--- config.mk ---
export PLATFORM = sky130hd
export DESIGN_NAME = led_twinkle_frame_engine
export DESIGN_NICKNAME = d
export VERILOG_FILES = /design/src/rtl/lte_pkg.sv /design/src/rtl/led_twinkle_frame_engine.sv /design/src/rtl/lte_ram.sv /design/src/rtl/lte_ctrl.sv /design/src/rtl/lte_datapath.sv
export VERILOG_INCLUDE_DIRS = /design/src /design/src/rtl
export SDC_FILE = /design/constraint.sdc
export NUM_CORES = 2
export LEC_CHECK = 0
export ABC_CLOCK_PERIOD_IN_PS = 17000
export BUFFER_PORTS_ARGS = -buffer_cell sky130_fd_sc_hd__buf_2
export CAP_MARGIN = 20
export CORE_ASPECT_RATIO = 1.4
export CORE_MARGIN = 2
export CORE_UTILIZATION = 69
export DETAILED_ROUTE_END_ITERATION = 7
export MAX_ROUTING_LAYER = met4
export PLACE_DENSITY = 0.86
export SLEW_MARGIN = 5
export SYNTH_ARGS = -nofsm -noshare
export SYNTH_HDL_FRONTEND = slang
export SYNTH_SLANG_ARGS = --single-unit
--- constraint.sdc ---
create_clock -name clk -period 17 [get_ports clk]
set_clock_uncertainty 0.15 [all_clocks]
set_input_delay 2.55 -clock clk [delete_from_list [all_inputs] [get_ports clk]]
set_output_delay 2.55 -clock clk [all_outputs]
set_load 0.1 [all_outputs]
--- src/rtl/led_twinkle_frame_engine_assert.svh ---
// Assertion shorthands used by the frame engine top module.
// Both expect clk and arst_n in scope.
`ifndef LED_TWINKLE_FRAME_ENGINE_ASSERT_SVH
`define LED_TWINKLE_FRAME_ENGINE_ASSERT_SVH

// same-cycle implication
`define LTE_ASSERT_IMP(lbl, ante, cons, msg) \
	lbl: assert property (@(posedge clk) disable iff (!arst_n) (ante) |-> (cons)) \
		else $error(msg);

// next-cycle implication
`define LTE_ASSERT_NXT(lbl, ante, cons, msg) \
	lbl: assert property (@(posedge clk) disable iff (!arst_n) (ante) |=> (cons)) \
		else $error(msg);

`endif

--- src/rtl/lte_pkg.sv ---
`timescale 1ns / 1ps
`default_nettype none

package lte_pkg;

	localparam int MAX_PIXELS_DEF = 64;

	// field widths
	localparam int CFG_IDX_W = 3;
	localparam int CFG_DATA_W = 8;
	localparam int COUNT_W = 7;
	localparam int LEVEL_W = 8;
	localparam int SPEED_W = 5;
	localparam int RAND_W = 32;
	localparam int PIX_W = 6;

	// operating limits
	localparam int COUNT_MIN = 2;
	localparam int SPEED_MIN = 1;
	localparam int SPEED_MAX = 30;
	localparam int BRT_FULL = 255;
	localparam int DIV_STEPS = RAND_W;

	// register reset values
	localparam logic ENABLE_RST = 1'b0;
	localparam logic [COUNT_W-1:0] COUNT_RST = 7'd64;
	localparam logic [LEVEL_W-1:0] LEVEL_RST = 8'd255;
	localparam logic [SPEED_W-1:0] SPEED_RST = 5'd1;

	typedef enum logic [CFG_IDX_W-1:0] {
		CFG_ENABLE      = 3'd0,
		CFG_PIXEL_COUNT = 3'd1,
		CFG_RED         = 3'd2,
		CFG_GREEN       = 3'd3,
		CFG_BLUE        = 3'd4,
		CFG_INTENSITY   = 3'd5,
		CFG_FADE_SPEED  = 3'd6
	} cfg_idx_t;

	// controller -> datapath
	typedef struct packed {
		logic load;        // latch tick word and frame settings
		logic start;       // begin pixel pass and first modulo
		logic div2_start;  // begin star position modulo
		logic star_rd;     // read new star pixel
		logic star_wr;     // mark star pixel rising
	} cmd_t;

	// datapath -> controller
	typedef struct packed {
		logic pass_done;
		logic div_done;
	} status_t;

	// video scaling: nonzero color at nonzero level never goes dark
	function automatic logic [LEVEL_W-1:0] vscale(input logic [LEVEL_W-1:0] c,
		input logic [LEVEL_W-1:0] s);
		logic [2*LEVEL_W-1:0] p;
		logic [LEVEL_W:0] r;
		p = (2*LEVEL_W)'(c) * (2*LEVEL_W)'(s);
		r = {1'b0, p[2*LEVEL_W-1:LEVEL_W]} + {{LEVEL_W{1'b0}}, (c != '0) && (s != '0)};
		return r[LEVEL_W-1:0];
	endfunction

endpackage

`default_nettype wire

--- src/rtl/led_twinkle_frame_engine.sv ---
//  channel   direction  handshake             payload
//  in        sink       in_valid / in_stall   random_word
//  out       source     out_valid / out_stall pixel_index, red_out, green_out,
//                                             blue_out, last_pixel
//  cfg       sink       cfg_we                cfg_index, cfg_wdata
//
//  An enabled tick runs the pixel pass, one pixel a cycle unless an output stall
//  holds it, alongside a 32-step remainder unit; then a second 32-step remainder
//  places the star. A disabled tick is taken and dropped without stalling input.
//  Output stalls hold the pixel pass; the block keeps its input stalled from an
//  enabled tick's accept until the star is placed. arst_n clears control, the
//  configuration and all pixel state (per-entry valid bits, so no clearing pass).
`timescale 1ns / 1ps
`default_nettype none

`include "led_twinkle_frame_engine_assert.svh"

module led_twinkle_frame_engine #(
	parameter int MAX_PIXELS = lte_pkg::MAX_PIXELS_DEF
) (
	input  wire logic                            clk,
	input  wire logic                            arst_n,
	// configuration
	input  wire logic                            cfg_we,
	input  wire logic [lte_pkg::CFG_IDX_W-1:0]   cfg_index,
	input  wire logic [lte_pkg::CFG_DATA_W-1:0]  cfg_wdata,
	// frame tick items
	input  wire logic                            in_valid,
	output logic                                 in_stall,
	input  wire logic [lte_pkg::RAND_W-1:0]      random_word,
	// pixel color items
	output logic                                 out_valid,
	input  wire logic                            out_stall,
	output logic      [lte_pkg::PIX_W-1:0]       pixel_index,
	output logic      [lte_pkg::LEVEL_W-1:0]     red_out,
	output logic      [lte_pkg::LEVEL_W-1:0]     green_out,
	output logic      [lte_pkg::LEVEL_W-1:0]     blue_out,
	output logic                                 last_pixel
);

	// configuration registers; the user must write them only between frames, the block does not enforce it
	logic                             enable_q;
	logic [lte_pkg::COUNT_W-1:0]      pixel_count_q;
	logic [lte_pkg::LEVEL_W-1:0]      red_level_q;
	logic [lte_pkg::LEVEL_W-1:0]      green_level_q;
	logic [lte_pkg::LEVEL_W-1:0]      blue_level_q;
	logic [lte_pkg::LEVEL_W-1:0]      intensity_q;
	logic [lte_pkg::SPEED_W-1:0]      fade_speed_q;

	always_ff @(posedge clk or negedge arst_n) begin
		if (!arst_n) begin
			enable_q      <= lte_pkg::ENABLE_RST;
			pixel_count_q <= lte_pkg::COUNT_RST;
			red_level_q   <= lte_pkg::LEVEL_RST;
			green_level_q <= lte_pkg::LEVEL_RST;
			blue_level_q  <= lte_pkg::LEVEL_RST;
			intensity_q   <= lte_pkg::LEVEL_RST;
			fade_speed_q  <= lte_pkg::SPEED_RST;
		end else if (cfg_we) begin
			case (cfg_index)
				lte_pkg::CFG_ENABLE:      enable_q      <= cfg_wdata[0];
				lte_pkg::CFG_PIXEL_COUNT: pixel_count_q <= cfg_wdata[lte_pkg::COUNT_W-1:0];
				lte_pkg::CFG_RED:         red_level_q   <= cfg_wdata[lte_pkg::LEVEL_W-1:0];
				lte_pkg::CFG_GREEN:       green_level_q <= cfg_wdata[lte_pkg::LEVEL_W-1:0];
				lte_pkg::CFG_BLUE:        blue_level_q  <= cfg_wdata[lte_pkg::LEVEL_W-1:0];
				lte_pkg::CFG_INTENSITY:   intensity_q   <= cfg_wdata[lte_pkg::LEVEL_W-1:0];
				lte_pkg::CFG_FADE_SPEED:  fade_speed_q  <= cfg_wdata[lte_pkg::SPEED_W-1:0];
				default: begin
					// unknown index: dropped
				end
			endcase
		end
	end

	lte_pkg::cmd_t    cmd;
	lte_pkg::status_t st;

	// sequencer: tick accept, pass / modulo / star placement
	lte_ctrl u_ctrl (
		.clk     (clk),
		.arst_n  (arst_n),
		.in_valid(in_valid),
		.enable  (enable_q),
		.st      (st),
		.in_stall(in_stall),
		.cmd     (cmd)
	);

	// pixel state memory, brightness math, remainder unit, output register
	lte_datapath #(
		.MAX_PIXELS(MAX_PIXELS)
	) u_datapath (
		.clk        (clk),
		.arst_n     (arst_n),
		.cmd        (cmd),
		.st         (st),
		.random_word(random_word),
		.pixel_count(pixel_count_q),
		.red_level  (red_level_q),
		.green_level(green_level_q),
		.blue_level (blue_level_q),
		.intensity  (intensity_q),
		.fade_speed (fade_speed_q),
		.out_stall  (out_stall),
		.out_valid  (out_valid),
		.pixel_index(pixel_index),
		.red_out    (red_out),
		.green_out  (green_out),
		.blue_out   (blue_out),
		.last_pixel (last_pixel)
	);

	// an idle block has nothing left in flight
	`LTE_ASSERT_IMP(a_idle_drained, !in_stall, st.pass_done && st.div_done, "idle with work pending")
	// a pending non-final pixel means the frame is still running
	`LTE_ASSERT_IMP(a_mid_frame_busy, out_valid && !last_pixel, in_stall, "frame item outside a frame")
	// star is placed only from a finished remainder
	`LTE_ASSERT_IMP(a_star_after_mod, cmd.star_wr, st.div_done, "star written during modulo")
	// a taken enabled tick blocks further ticks
	`LTE_ASSERT_NXT(a_load_busy, cmd.load, in_stall, "tick taken without going busy")

endmodule

`default_nettype wire

--- src/rtl/lte_ram.sv ---
`timescale 1ns / 1ps
`default_nettype none

module lte_ram #(
	parameter int WIDTH = 8,
	parameter int DEPTH = 64
) (
	input  wire logic                                    clk,
	input  wire logic                                    we,
	input  wire logic [(DEPTH > 1 ? $clog2(DEPTH) : 1)-1:0] waddr,
	input  wire logic [WIDTH-1:0]                        wdata,
	input  wire logic                                    re,
	input  wire logic [(DEPTH > 1 ? $clog2(DEPTH) : 1)-1:0] raddr,
	output logic      [WIDTH-1:0]                        rdata
);

	logic [WIDTH-1:0] mem_q [DEPTH];

	always_ff @(posedge clk) begin
		if (we) begin
			mem_q[waddr] <= wdata;
		end
		if (re) begin
			rdata <= mem_q[raddr];
		end
	end

endmodule

`default_nettype wire

--- src/rtl/lte_ctrl.sv ---
`timescale 1ns / 1ps
`default_nettype none

module lte_ctrl (
	input  wire logic            clk,
	input  wire logic            arst_n,
	input  wire logic            in_valid,
	input  wire logic            enable,
	input  wire lte_pkg::status_t st,
	output logic                 in_stall,
	output lte_pkg::cmd_t        cmd
);

	typedef enum logic [2:0] {
		S_IDLE,
		S_START,
		S_RUN,
		S_MOD_START,
		S_MOD_WAIT,
		S_STAR_RD,
		S_STAR_WR
	} state_t;

	state_t state_q;
	logic   stall_q;

	always_ff @(posedge clk or negedge arst_n) begin
		if (!arst_n) begin
			state_q <= S_IDLE;
			stall_q <= 1'b0;
		end else begin
			case (state_q)
				S_IDLE: begin
					// disabled ticks are taken and dropped
					if (in_valid && enable) begin
						state_q <= S_START;
						stall_q <= 1'b1;
					end
				end
				S_START: begin
					state_q <= S_RUN;
				end
				S_RUN: begin
					if (st.pass_done && st.div_done) begin
						state_q <= S_MOD_START;
					end
				end
				S_MOD_START: begin
					state_q <= S_MOD_WAIT;
				end
				S_MOD_WAIT: begin
					if (st.div_done) begin
						state_q <= S_STAR_RD;
					end
				end
				S_STAR_RD: begin
					state_q <= S_STAR_WR;
				end
				S_STAR_WR: begin
					state_q <= S_IDLE;
					stall_q <= 1'b0;
				end
				default: begin
					state_q <= S_IDLE;
					stall_q <= 1'b0;
				end
			endcase
		end
	end

	assign in_stall = stall_q;

	always_comb begin
		cmd            = '0;
		cmd.load       = (state_q == S_IDLE) && in_valid && enable;
		cmd.start      = (state_q == S_START);
		cmd.div2_start = (state_q == S_MOD_START);
		cmd.star_rd    = (state_q == S_STAR_RD);
		cmd.star_wr    = (state_q == S_STAR_WR);
	end

endmodule

`default_nettype wire

--- src/rtl/lte_datapath.sv ---
`timescale 1ns / 1ps
`default_nettype none

module lte_datapath #(
	parameter int MAX_PIXELS = lte_pkg::MAX_PIXELS_DEF
) (
	input  wire logic                           clk,
	input  wire logic                           arst_n,
	input  wire lte_pkg::cmd_t                  cmd,
	output lte_pkg::status_t                    st,
	input  wire logic [lte_pkg::RAND_W-1:0]     random_word,
	input  wire logic [lte_pkg::COUNT_W-1:0]    pixel_count,
	input  wire logic [lte_pkg::LEVEL_W-1:0]    red_level,
	input  wire logic [lte_pkg::LEVEL_W-1:0]    green_level,
	input  wire logic [lte_pkg::LEVEL_W-1:0]    blue_level,
	input  wire logic [lte_pkg::LEVEL_W-1:0]    intensity,
	input  wire logic [lte_pkg::SPEED_W-1:0]    fade_speed,
	input  wire logic                           out_stall,
	output logic                                out_valid,
	output logic      [lte_pkg::PIX_W-1:0]      pixel_index,
	output logic      [lte_pkg::LEVEL_W-1:0]    red_out,
	output logic      [lte_pkg::LEVEL_W-1:0]    green_out,
	output logic      [lte_pkg::LEVEL_W-1:0]    blue_out,
	output logic                                last_pixel
);

	localparam int IDX_W   = (MAX_PIXELS > 1) ? $clog2(MAX_PIXELS) : 1;
	localparam int CNT_W   = $clog2(MAX_PIXELS + 1);
	localparam int REM_W   = IDX_W + 1;
	localparam int LVL_W   = lte_pkg::LEVEL_W;
	localparam int SPD_W   = lte_pkg::SPEED_W;
	localparam int RND_W   = lte_pkg::RAND_W;
	localparam int CFGC_W  = lte_pkg::COUNT_W;
	localparam int PIX_W   = lte_pkg::PIX_W;
	localparam int WORD_W  = LVL_W + 1;               // {rising, brightness}
	localparam int PROD_W  = 2 * LVL_W + 1;
	localparam int DCNT_W  = $clog2(lte_pkg::DIV_STEPS);

	// ---------------- frame settings ----------------
	logic [RND_W-1:0]  rnd_q;
	logic [CNT_W-1:0]  n_q;
	logic [SPD_W-1:0]  step_q;
	logic [LVL_W-1:0]  base_r_q, base_g_q, base_b_q;
	logic [CFGC_W-1:0] cnt_clamped;
	logic [SPD_W-1:0]  spd_clamped;

	always_comb begin
		if (pixel_count < CFGC_W'(lte_pkg::COUNT_MIN)) begin
			cnt_clamped = CFGC_W'(lte_pkg::COUNT_MIN);
		end else if (pixel_count > CFGC_W'(MAX_PIXELS)) begin
			cnt_clamped = CFGC_W'(MAX_PIXELS);
		end else begin
			cnt_clamped = pixel_count;
		end
		if (fade_speed < SPD_W'(lte_pkg::SPEED_MIN)) begin
			spd_clamped = SPD_W'(lte_pkg::SPEED_MIN);
		end else if (fade_speed > SPD_W'(lte_pkg::SPEED_MAX)) begin
			spd_clamped = SPD_W'(lte_pkg::SPEED_MAX);
		end else begin
			spd_clamped = fade_speed;
		end
	end

	always_ff @(posedge clk) begin
		if (cmd.load) begin
			rnd_q    <= random_word;
			n_q      <= cnt_clamped[CNT_W-1:0];
			step_q   <= spd_clamped + SPD_W'(1);
			base_r_q <= lte_pkg::vscale(red_level, intensity);
			base_g_q <= lte_pkg::vscale(green_level, intensity);
			base_b_q <= lte_pkg::vscale(blue_level, intensity);
		end
	end

	// ---------------- pixel pass ----------------
	logic [CNT_W-1:0]      issue_cnt_q;
	logic                  pass_q;
	logic                  s1_valid_q;
	logic [IDX_W-1:0]      idx_s1;
	logic                  last_s1;
	logic                  vld_s1;
	logic [MAX_PIXELS-1:0] vld_q;
	logic                  out_valid_q;
	logic                  adv, consume, issue;
	logic [IDX_W-1:0]      issue_addr;
	logic [IDX_W-1:0]      rem_q;
	logic [IDX_W-1:0]      star_q;

	logic                  ram_we, ram_re;
	logic [IDX_W-1:0]      ram_waddr, ram_raddr;
	logic [WORD_W-1:0]     ram_wdata, ram_rdata;
	logic [WORD_W-1:0]     word_s1;

	assign adv        = !out_valid_q || !out_stall;
	assign consume    = s1_valid_q && adv;
	assign issue      = pass_q && (issue_cnt_q != n_q) && (!s1_valid_q || adv);
	assign issue_addr = issue_cnt_q[IDX_W-1:0];

	always_ff @(posedge clk or negedge arst_n) begin
		if (!arst_n) begin
			pass_q      <= 1'b0;
			issue_cnt_q <= '0;
			s1_valid_q  <= 1'b0;
		end else begin
			if (cmd.start) begin
				pass_q      <= 1'b1;
				issue_cnt_q <= '0;
			end else begin
				if (issue) begin
					issue_cnt_q <= issue_cnt_q + CNT_W'(1);
				end
				if (pass_q && (issue_cnt_q == n_q) && !s1_valid_q) begin
					pass_q <= 1'b0;
				end
			end
			if (issue) begin
				s1_valid_q <= 1'b1;
			end else if (consume) begin
				s1_valid_q <= 1'b0;
			end
		end
	end

	always_ff @(posedge clk) begin
		if (issue) begin
			idx_s1  <= issue_addr;
			last_s1 <= (issue_cnt_q + CNT_W'(1)) == n_q;
		end
		if (ram_re) begin
			vld_s1 <= vld_q[ram_raddr];
		end
	end

	// entries never written read as dark and falling
	assign word_s1 = vld_s1 ? ram_rdata : '0;

	// brightness update
	logic [LVL_W-1:0] b_cur, v_new;
	logic [LVL_W:0]   up;
	logic             rise_new;
	logic [LVL_W:0]   f;
	logic [PROD_W-1:0] prod_r, prod_g, prod_b;

	always_comb begin
		b_cur = word_s1[LVL_W-1:0];
		up    = {1'b0, b_cur} + (LVL_W+1)'(step_q);
		if (word_s1[LVL_W]) begin
			if (up >= (LVL_W+1)'(lte_pkg::BRT_FULL)) begin
				v_new    = LVL_W'(lte_pkg::BRT_FULL);
				rise_new = 1'b0;
			end else begin
				v_new    = up[LVL_W-1:0];
				rise_new = 1'b1;
			end
		end else begin
			rise_new = 1'b0;
			if (b_cur > LVL_W'(step_q)) begin
				v_new = b_cur - LVL_W'(step_q);
			end else begin
				v_new = '0;
			end
		end
		f      = {1'b0, v_new} + (LVL_W+1)'(1);
		prod_r = PROD_W'(base_r_q) * PROD_W'(f);
		prod_g = PROD_W'(base_g_q) * PROD_W'(f);
		prod_b = PROD_W'(base_b_q) * PROD_W'(f);
	end

	// ---------------- state memory ----------------
	assign ram_re    = issue || cmd.star_rd;
	assign ram_raddr = cmd.star_rd ? rem_q : issue_addr;
	assign ram_we    = consume || cmd.star_wr;
	assign ram_waddr = cmd.star_wr ? rem_q : idx_s1;
	assign ram_wdata = cmd.star_wr ? {1'b1, word_s1[LVL_W-1:0]} : {rise_new, v_new};

	lte_ram #(
		.WIDTH(WORD_W),
		.DEPTH(MAX_PIXELS)
	) u_state_ram (
		.clk  (clk),
		.we   (ram_we),
		.waddr(ram_waddr),
		.wdata(ram_wdata),
		.re   (ram_re),
		.raddr(ram_raddr),
		.rdata(ram_rdata)
	);

	always_ff @(posedge clk or negedge arst_n) begin
		if (!arst_n) begin
			vld_q  <= '0;
			star_q <= '0;
		end else begin
			if (ram_we) begin
				vld_q[ram_waddr] <= 1'b1;
			end
			if (cmd.star_wr) begin
				star_q <= rem_q;
			end
		end
	end

	// ---------------- output register ----------------
	logic [PIX_W-1:0] pixel_index_q;
	logic [LVL_W-1:0] red_q, green_q, blue_q;
	logic             last_q;

	always_ff @(posedge clk or negedge arst_n) begin
		if (!arst_n) begin
			out_valid_q <= 1'b0;
		end else if (consume) begin
			out_valid_q <= 1'b1;
		end else if (!out_stall) begin
			out_valid_q <= 1'b0;
		end
	end

	always_ff @(posedge clk) begin
		if (consume) begin
			pixel_index_q <= PIX_W'(idx_s1);
			red_q         <= prod_r[2*LVL_W-1:LVL_W];
			green_q       <= prod_g[2*LVL_W-1:LVL_W];
			blue_q        <= prod_b[2*LVL_W-1:LVL_W];
			last_q        <= last_s1;
		end
	end

	assign out_valid   = out_valid_q;
	assign pixel_index = pixel_index_q;
	assign red_out     = red_q;
	assign green_out   = green_q;
	assign blue_out    = blue_q;
	assign last_pixel  = last_q;

	// ---------------- remainder unit, one bit a cycle ----------------
	logic               div_busy_q;
	logic [DCNT_W-1:0]  div_cnt_q;
	logic [RND_W-1:0]   dvd_q;
	logic [REM_W-1:0]   dvs_q;
	logic [REM_W-1:0]   sh, diff, star_sum;
	logic               ge;

	assign sh       = {rem_q, dvd_q[RND_W-1]};
	assign ge       = sh >= dvs_q;
	assign diff     = sh - dvs_q;
	// offset is remainder + 1
	assign star_sum = REM_W'(star_q) + REM_W'(rem_q) + REM_W'(1);

	always_ff @(posedge clk or negedge arst_n) begin
		if (!arst_n) begin
			div_busy_q <= 1'b0;
			div_cnt_q  <= '0;
		end else if (cmd.start || cmd.div2_start) begin
			div_busy_q <= 1'b1;
			div_cnt_q  <= '0;
		end else if (div_busy_q) begin
			div_cnt_q <= div_cnt_q + DCNT_W'(1);
			if (div_cnt_q == DCNT_W'(lte_pkg::DIV_STEPS - 1)) begin
				div_busy_q <= 1'b0;
			end
		end
	end

	always_ff @(posedge clk) begin
		if (cmd.start) begin
			dvd_q <= rnd_q;
			dvs_q <= REM_W'(n_q) - REM_W'(1);
			rem_q <= '0;
		end else if (cmd.div2_start) begin
			dvd_q <= RND_W'(star_sum);
			dvs_q <= REM_W'(n_q);
			rem_q <= '0;
		end else if (div_busy_q) begin
			dvd_q <= {dvd_q[RND_W-2:0], 1'b0};
			rem_q <= ge ? diff[IDX_W-1:0] : sh[IDX_W-1:0];
		end
	end

	always_comb begin
		st           = '0;
		st.pass_done = !pass_q;
		st.div_done  = !div_busy_q;
	end

endmodule

`default_nettype wire

# Word-level counts from Yosys, hierarchy flattened
# Memories as Yosys holds them, arrays and structs flattened. A register that Yosys moved wholly into a read port is not among the register bits.
# Index checks and enable logic that the tools add are counted.
[totals] regBits=287 ramBits=576 inputBits=48 out_inout_bits=33 elab_cells=177 n_memories=1
[op_classes] n_addsub=13 multipliers=6 n_lt_le_gt_ge=10 n_eq_ne=20 muxes=43 n_bitwise=2 reduce_logical=47
[memory_table] memory="u_datapath.u_state_ram.mem_q" depth=64 word_bits=9 rd=1 rd_clocked_by_memory_dff=1 wr=1 line_no="lte_ram.sv:17" rtl="logic [WIDTH-1:0] mem_q [DEPTH];"
[op_table] operator="two-way mux 32 bit" count=3
[op_table] operator="OR 64 bit" count=1
[op_table] operator="multiplier 8 x 8 -> 16 bit" count=3
[op_table] operator="multiplier 8 x 9 -> 16 bit" count=3
[op_table] operator="two-way mux 7 bit" count=5
[op_table] operator="nonzero test 8 bit" count=4
[op_table] operator="adder 8 x 1 -> 8 bit" count=3
[op_table] operator="two-way mux 8 bit" count=3
[op_table] operator="two-way mux 5 bit" count=4
[op_table] operator="equality test 3 bit (second input constant)" count=6
[op_table] operator="two-way mux 6 bit" count=3
[op_table] operator="two-way mux 9 bit" count=2
[op_table] operator="one-hot mux 3 bit (6 select lines)" count=1
[op_table] operator="two-way mux 1 bit" count=16
[op_table] operator="AND reduction 2 bit" count=8
[op_table] operator="adder 7 x 1 -> 7 bit (second input constant)" count=2
[op_table] operator="equality test 7 bit" count=2
[op_table] operator="less-than comparator 6 x 7 -> 1 bit (second input constant)" count=2
[op_table] operator="logical AND 1 bit" count=13
[op_table] operator="equality test 3 x 2 -> 1 bit (second input constant)" count=4
[op_table] operator="adder 5 x 1 -> 5 bit (second input constant)" count=2
[op_table] operator="nonzero test 2 bit" count=5
[op_table] operator="adder 8 x 1 -> 9 bit (second input constant)" count=1
[op_table] operator="adder 8 x 5 -> 9 bit" count=1
[op_table] operator="29 further kinds" count=44

# Depth between registers and ports, before layout
[logic_depth] depth_word=7 depth_mapped=39 ltp_nobuf=35

# By module
# From an unflattened synthesis, not the netlist that was laid out.
[unflattened] hier_cells=3485 hier_area_um2=48122.4
[by_module_without_submodules] mod="lte_datapath" instances=1 cells_each=2341 area_each_um2=23336.1 seq_area_each_um2=6656.4
[by_module_without_submodules] mod="lte_ram" instances=1 cells_each=1020 area_each_um2=22684.3 seq_area_each_um2=17566.8
[by_module_without_submodules] mod="led_twinkle_frame_engine" instances=1 cells_each=100 area_each_um2=1880.6 seq_area_each_um2=1168.6
[by_module_without_submodules] mod="lte_ctrl" instances=1 cells_each=24 area_each_um2=221.5 seq_area_each_um2=100.1

# Least setup slack after synthesis
# OpenSTA, ideal clock, no wires.
[synth_path] path_kind="register to register" startpoint="register u_datapath.vld_s1" endpoint="register u_datapath.red_q[7], in the netlist u_datapath.red_out[7], data pin" setup_time_ns=0.260 arrival_ns=7.907 required_time_ns=16.590 setup_slack_ns=8.684 path_stages_with_launch=39 path_buffers=4 period_less_slack_ns=8.316 cell_sequence="edfxtp_1 > buf_6 > clkbuf_1 > nand2_1 > inv_1 > ha_1 > inv_1 > fa_1 > o21bai_1 > a211o_1 > nand2_1 > xnor2_1 > a41oi_2 > o21a_1 > buf_4 > inv_1 > ha_1 > o221ai_1 > [3 not listed] > clkbuf_1 > nor2b_1 > fa_1 > fa_1 > fa_1 > inv_1 > fa_1 > inv_1 > ha_1 > inv_1 > nor4_1 > a31oi_1 > a2111oi_0 > o21ai_0 > a21boi_0 > o21a_1 > nor2_1 > xnor2_1"
[synth_via] elab_chain_cells=7 elab_cells_between_ends=10 classes_between="add/sub (3); mul (1); order compare (2); mux (4)"
[synth_lines] item="start: declaration" line_no="lte_datapath.sv:81" rtl="logic vld_s1;"
[synth_lines] item="start signal: assignment" line_no="lte_datapath.sv:130" rtl="vld_s1 <= vld_q[ram_raddr];"
[synth_lines] item="two-way mux 9 bit *" line_no="lte_datapath.sv:135" rtl="assign word_s1 = vld_s1 ? ram_rdata : '0;"
[synth_lines] item="adder 8 x 5 -> 9 bit" line_no="lte_datapath.sv:146" rtl="up = {1'b0, b_cur} + (LVL_W+1)'(step_q);"
[synth_lines] item=">= comparator 9 x 8 -> 1 bit" line_no="lte_datapath.sv:148" rtl="if (up >= (LVL_W+1)'(lte_pkg::BRT_FULL)) begin"
[synth_lines] item="two-way mux 8 bit" line_no="lte_datapath.sv:148"
[synth_lines] item="two-way mux 8 bit *" line_no="lte_datapath.sv:147" rtl="if (word_s1[LVL_W]) begin"
[synth_lines] item="adder 8 x 1 -> 9 bit *" line_no="lte_datapath.sv:163" rtl="f = {1'b0, v_new} + (LVL_W+1)'(1);"
[synth_lines] item="multiplier 8 x 9 -> 16 bit *" line_no="lte_datapath.sv:164" rtl="prod_r = PROD_W'(base_r_q) * PROD_W'(f);"
[synth_lines] item="named net u_datapath.prod_r[15]" line_no="lte_datapath.sv:142" rtl="logic [PROD_W-1:0] prod_r, prod_g, prod_b;"
[synth_lines] item="end signal: assignment" line_no="lte_datapath.sv:221" rtl="red_q <= prod_r[2*LVL_W-1:LVL_W];"
[synth_lines] item="end: declaration" line_no="lte_datapath.sv:205" rtl="logic [LVL_W-1:0] red_q, green_q, blue_q;"
# The timed path passes the listed nets; every way through them passes the cells marked *.
# A chain may end at the register's enable or synchronous reset.

# Worst setup path in the final report
# Ends and elaborated chain as after synthesis.

==> run metrics <==
Final period util 56.38%; post_cts resized 0; Core Util, Final between 70% and 80%; Fin. Hold Viols 0; CTS clk-pin slew, worst paths about 0.060 ns; CTS tree yes; DRT Wirelength 114900 um; initial antenna violation count 6; Max-slew headroom 24.92%; first-pass GRT wire length roughly 180000 um; r2r worst-path depth 36; hold_buf cts 0; Setup violations, final 0; unrepaired setup endpoints after global routing false; EDFF count, synth ~730; Die Area slightly above 70000 um^2; CTS Sinks between 800 and 900; vias 29730; share of layout cells above drive strength 1 16.28%; status complete, no violations; Post-CTS Setup Bufs 0; Starting DRT DRC Count slightly above 3000; Placed Area about 49000 um^2; Critical Path Max Stage Delay between 0.7 and 0.8 ns; cell mode on critical path inv_1; cell area after layout ~52000 um^2; RR Endpoint u_datapath.red_out[7]; Worst Setup SP u_datapath.vld_s1; critical path class reg -> reg; FILL cells 3885; ys flop type edfxtp_1; worst slew pin tran 1.122 ns; drt drc 0; hold endpoint u_datapath.last_pixel; HPWL Detailed 70960 um; Mapped Avg Cell Area approximately 14 um^2; Worst path slowest cell edfxtp_1; peak fanout along the critical path 24; area used by multi-input combinational logic slightly above 20000 um^2; area delta synth->final 8.377%; Worst Hold Launch u_datapath.last_s1; I/O Pins approximately 80; drt pass-1 iters 6; core area around 69000 um^2; fraction of registers with async set/reset about 15%; largest net degree at the start of global routing approximately 110; mapped cell area about 48000 um^2; Num CTS Buffers 80; Worst Hold Class reg -> reg; CTS max path bufs 3; H-tree Lvls 3; Max Transition Viols Final 0; Worst setup SP type flip-flop; Unique masters post-synth 87; Starting Density a little over two thirds; worst reg2reg path startpoint u_datapath.vld_s1; flops & latches, synth between 800 and 900; Highest Signal Layer met4; Hold Crit Depth 0; Clock Latency Late Sink ~0.70 ns; metal2 WL roughly 58000 um; GRT Util Overall between 30% and 40%; gpl congestion around 0.91; Die X approximately 230 um; Post-Syn Instances 3540; Max-Cap Viols 0; Period minus WS final between 9 and 10 ns; Total Nets Final slightly above 4000; Avg WL per Cell 25.06 um; vias per inst between 6 and 7; CP Capture Type flip-flop; vias in the first global route around 31000; R2R Setup Slk approximately 7.4 ns; syn_nets 4047; grt ovf 0; die height ~320 um; Setup TNS 0 ns; IO buf count 80; Rows 114; met3 WL 10400 um; Seq/Total Area, Yosys a little over half; CP Data Required Time between 15 and 20 ns; WL met1 39780 um; Final ANT Viol Nets 0; Root Buffer clkbuf_16; fmax roughly 100 MHz; WP data arrival between 9 and 10 ns; register area ~25000 um^2; YS warnings 0
cell usage in the layout, fill, tap and decap left out, types with 11 or more instances in the layout:
cell type	netlist	layout
a211oi_1	59	59
a21o_1	15	15
a21oi_1	58	57
a311oi_1	20	20
a31oi_1	26	26
and2_1	244	244
buf_2	28	80
buf_4	14	37
clkbuf_1	112	15
clkbuf_16	0	81
clkinv_1	0	12
clkinv_2	0	13
dfrtp_1	101	101
dfstp_2	34	34
edfxtp_1	731	731
fa_1	229	229
ha_1	230	230
inv_1	314	314
mux2_2	48	48
mux2i_1	24	21
mux4_2	160	160
nand2_1	331	331
nand2b_1	52	50
nand3_1	29	29
nand3b_1	15	15
nor2_1	145	143
nor2b_1	70	70
nor3_1	29	29
nor4_1	11	11
o21a_1	14	14
o21ai_0	75	70
or2_2	67	67
xnor2_1	81	80
xor2_1	39	39
per-stage QoR:
| stage | instances | hold WS, ns | setup WS, ns |
|---|---|---|---|
| after floorplan | 3540 | 0.2503 | 8.684 |
| after global placement | 4424 | 0.2906 | 7.754 |
| after detailed placement | 4425 | 0.2873 | 7.490 |
| after CTS | 4575 | 0.3079 | 7.453 |
| after global routing | 4583 | 0.3233 | 6.759 |
| final | 4584 | 0.3136 | 7.416 |
per-layer routing:
| layer | global-route usage [%] | vias up |
|---|---|---|
| li1 | - | 12600 |
| met1 | 41.71 | 14830 |
| met2 | 55.44 | 1823 |
| met3 | 6.040 | 480 |
| met4 | 18.30 | 0 |
| met5 | - | - |
worst max-delay path, delay by kind of cell, from the launching register on:
family          cells  cell delay (ns)
flops               1             0.71
compound gates     11             2.98
xor+xnor            3             0.41
fa+ha+maj           8             3.26
simple gates        7             1.07
buf+inv             7             0.73
final cells by class:
type	instances	share of cell area, %
sequential	872	49.03
inverter	314	2.267
multi-input combinational	2193	39.92
antenna	7	0.03369
clock inverter	48	0.9866
timing repair buffer	120	1.386
tap	928	2.233
clock buffer	102	4.149
how the worst max path moves through the flow:
stage | to | slack (ns)
after global routing | u_datapath.red_out[7] | 6.76
after global placement | u_datapath.red_out[7] | 7.75
after CTS | u_datapath.red_out[7] | 7.45
after detailed placement | u_datapath.red_out[7] | 7.49
after floorplan | u_datapath.red_out[7] | 8.68
final | u_datapath.red_out[7] | 7.42
Yosys cell counts (9+ instances only):
| cell | count | area share, % |
|---|---|---|
| or2_2 | 67 | 0.87 |
| o21bai_1 | 9 | 0.14 |
| xor2_1 | 39 | 0.71 |
| nor2_1 | 145 | 1.1 |
| a21o_1 | 15 | 0.23 |
| mux4_2 | 160 | 7.5 |
| nand3b_1 | 15 | 0.23 |
| and2_1 | 244 | 3.2 |
| nor3_1 | 29 | 0.30 |
| a311oi_1 | 20 | 0.37 |
| mux2_2 | 48 | 1.1 |
| inv_1 | 314 | 2.5 |
| xnor2_1 | 81 | 1.5 |
| nand2_1 | 331 | 2.6 |
| dfrtp_1 | 101 | 5.3 |
| nor4_1 | 11 | 0.14 |
| buf_2 | 28 | 0.29 |
| clkbuf_1 | 112 | 0.88 |
| buf_4 | 14 | 0.22 |
| ha_1 | 230 | 6.0 |
| edfxtp_1 | 731 | 46 |
| o21a_1 | 14 | 0.22 |
| mux2i_1 | 24 | 0.50 |
| nand3_1 | 29 | 0.30 |
| and3_1 | 9 | 0.12 |
| a211oi_1 | 59 | 0.92 |
| o21ai_0 | 75 | 0.78 |
| fa_1 | 229 | 9.6 |
| a21oi_1 | 58 | 0.61 |
| dfstp_2 | 34 | 1.9 |
| nand2b_1 | 52 | 0.68 |
| nor2b_1 | 70 | 0.91 |
| a31oi_1 | 26 | 0.34 |
state kept, by name, summed over array words and instances (netlist names), 9 cells and up:
signal	count
u_datapath.dvd_q	32
u_datapath.rnd_q	32
u_datapath.u_state_ram.rdata	9
u_datapath.u_state_ram.mem_q	576
u_datapath.vld_q	64
kinds of logic (layout without fill, tap and decap cells):
| family | count (synthesis) | count (layout) | synth area share [%] |
|---|---|---|---|
| AO/OA/AOI/OAI | 330 | 330 | 4.663 |
| XOR/XNOR | 121 | 121 | 2.225 |
| adder cells (fa/ha/maj) | 459 | 459 | 15.55 |
| buffers and inverters | 475 | 584 | 3.946 |
| flip-flops | 872 | 872 | 53.13 |
| multiplexers | 233 | 233 | 9.167 |
| other | 0 | 7 | 0 |
| AND/OR/NAND/NOR | 1050 | 1050 | 11.31 |
Power is not shown: default switching activity piles up to over one toggle a cycle in this logic, so the estimate is an artifact.
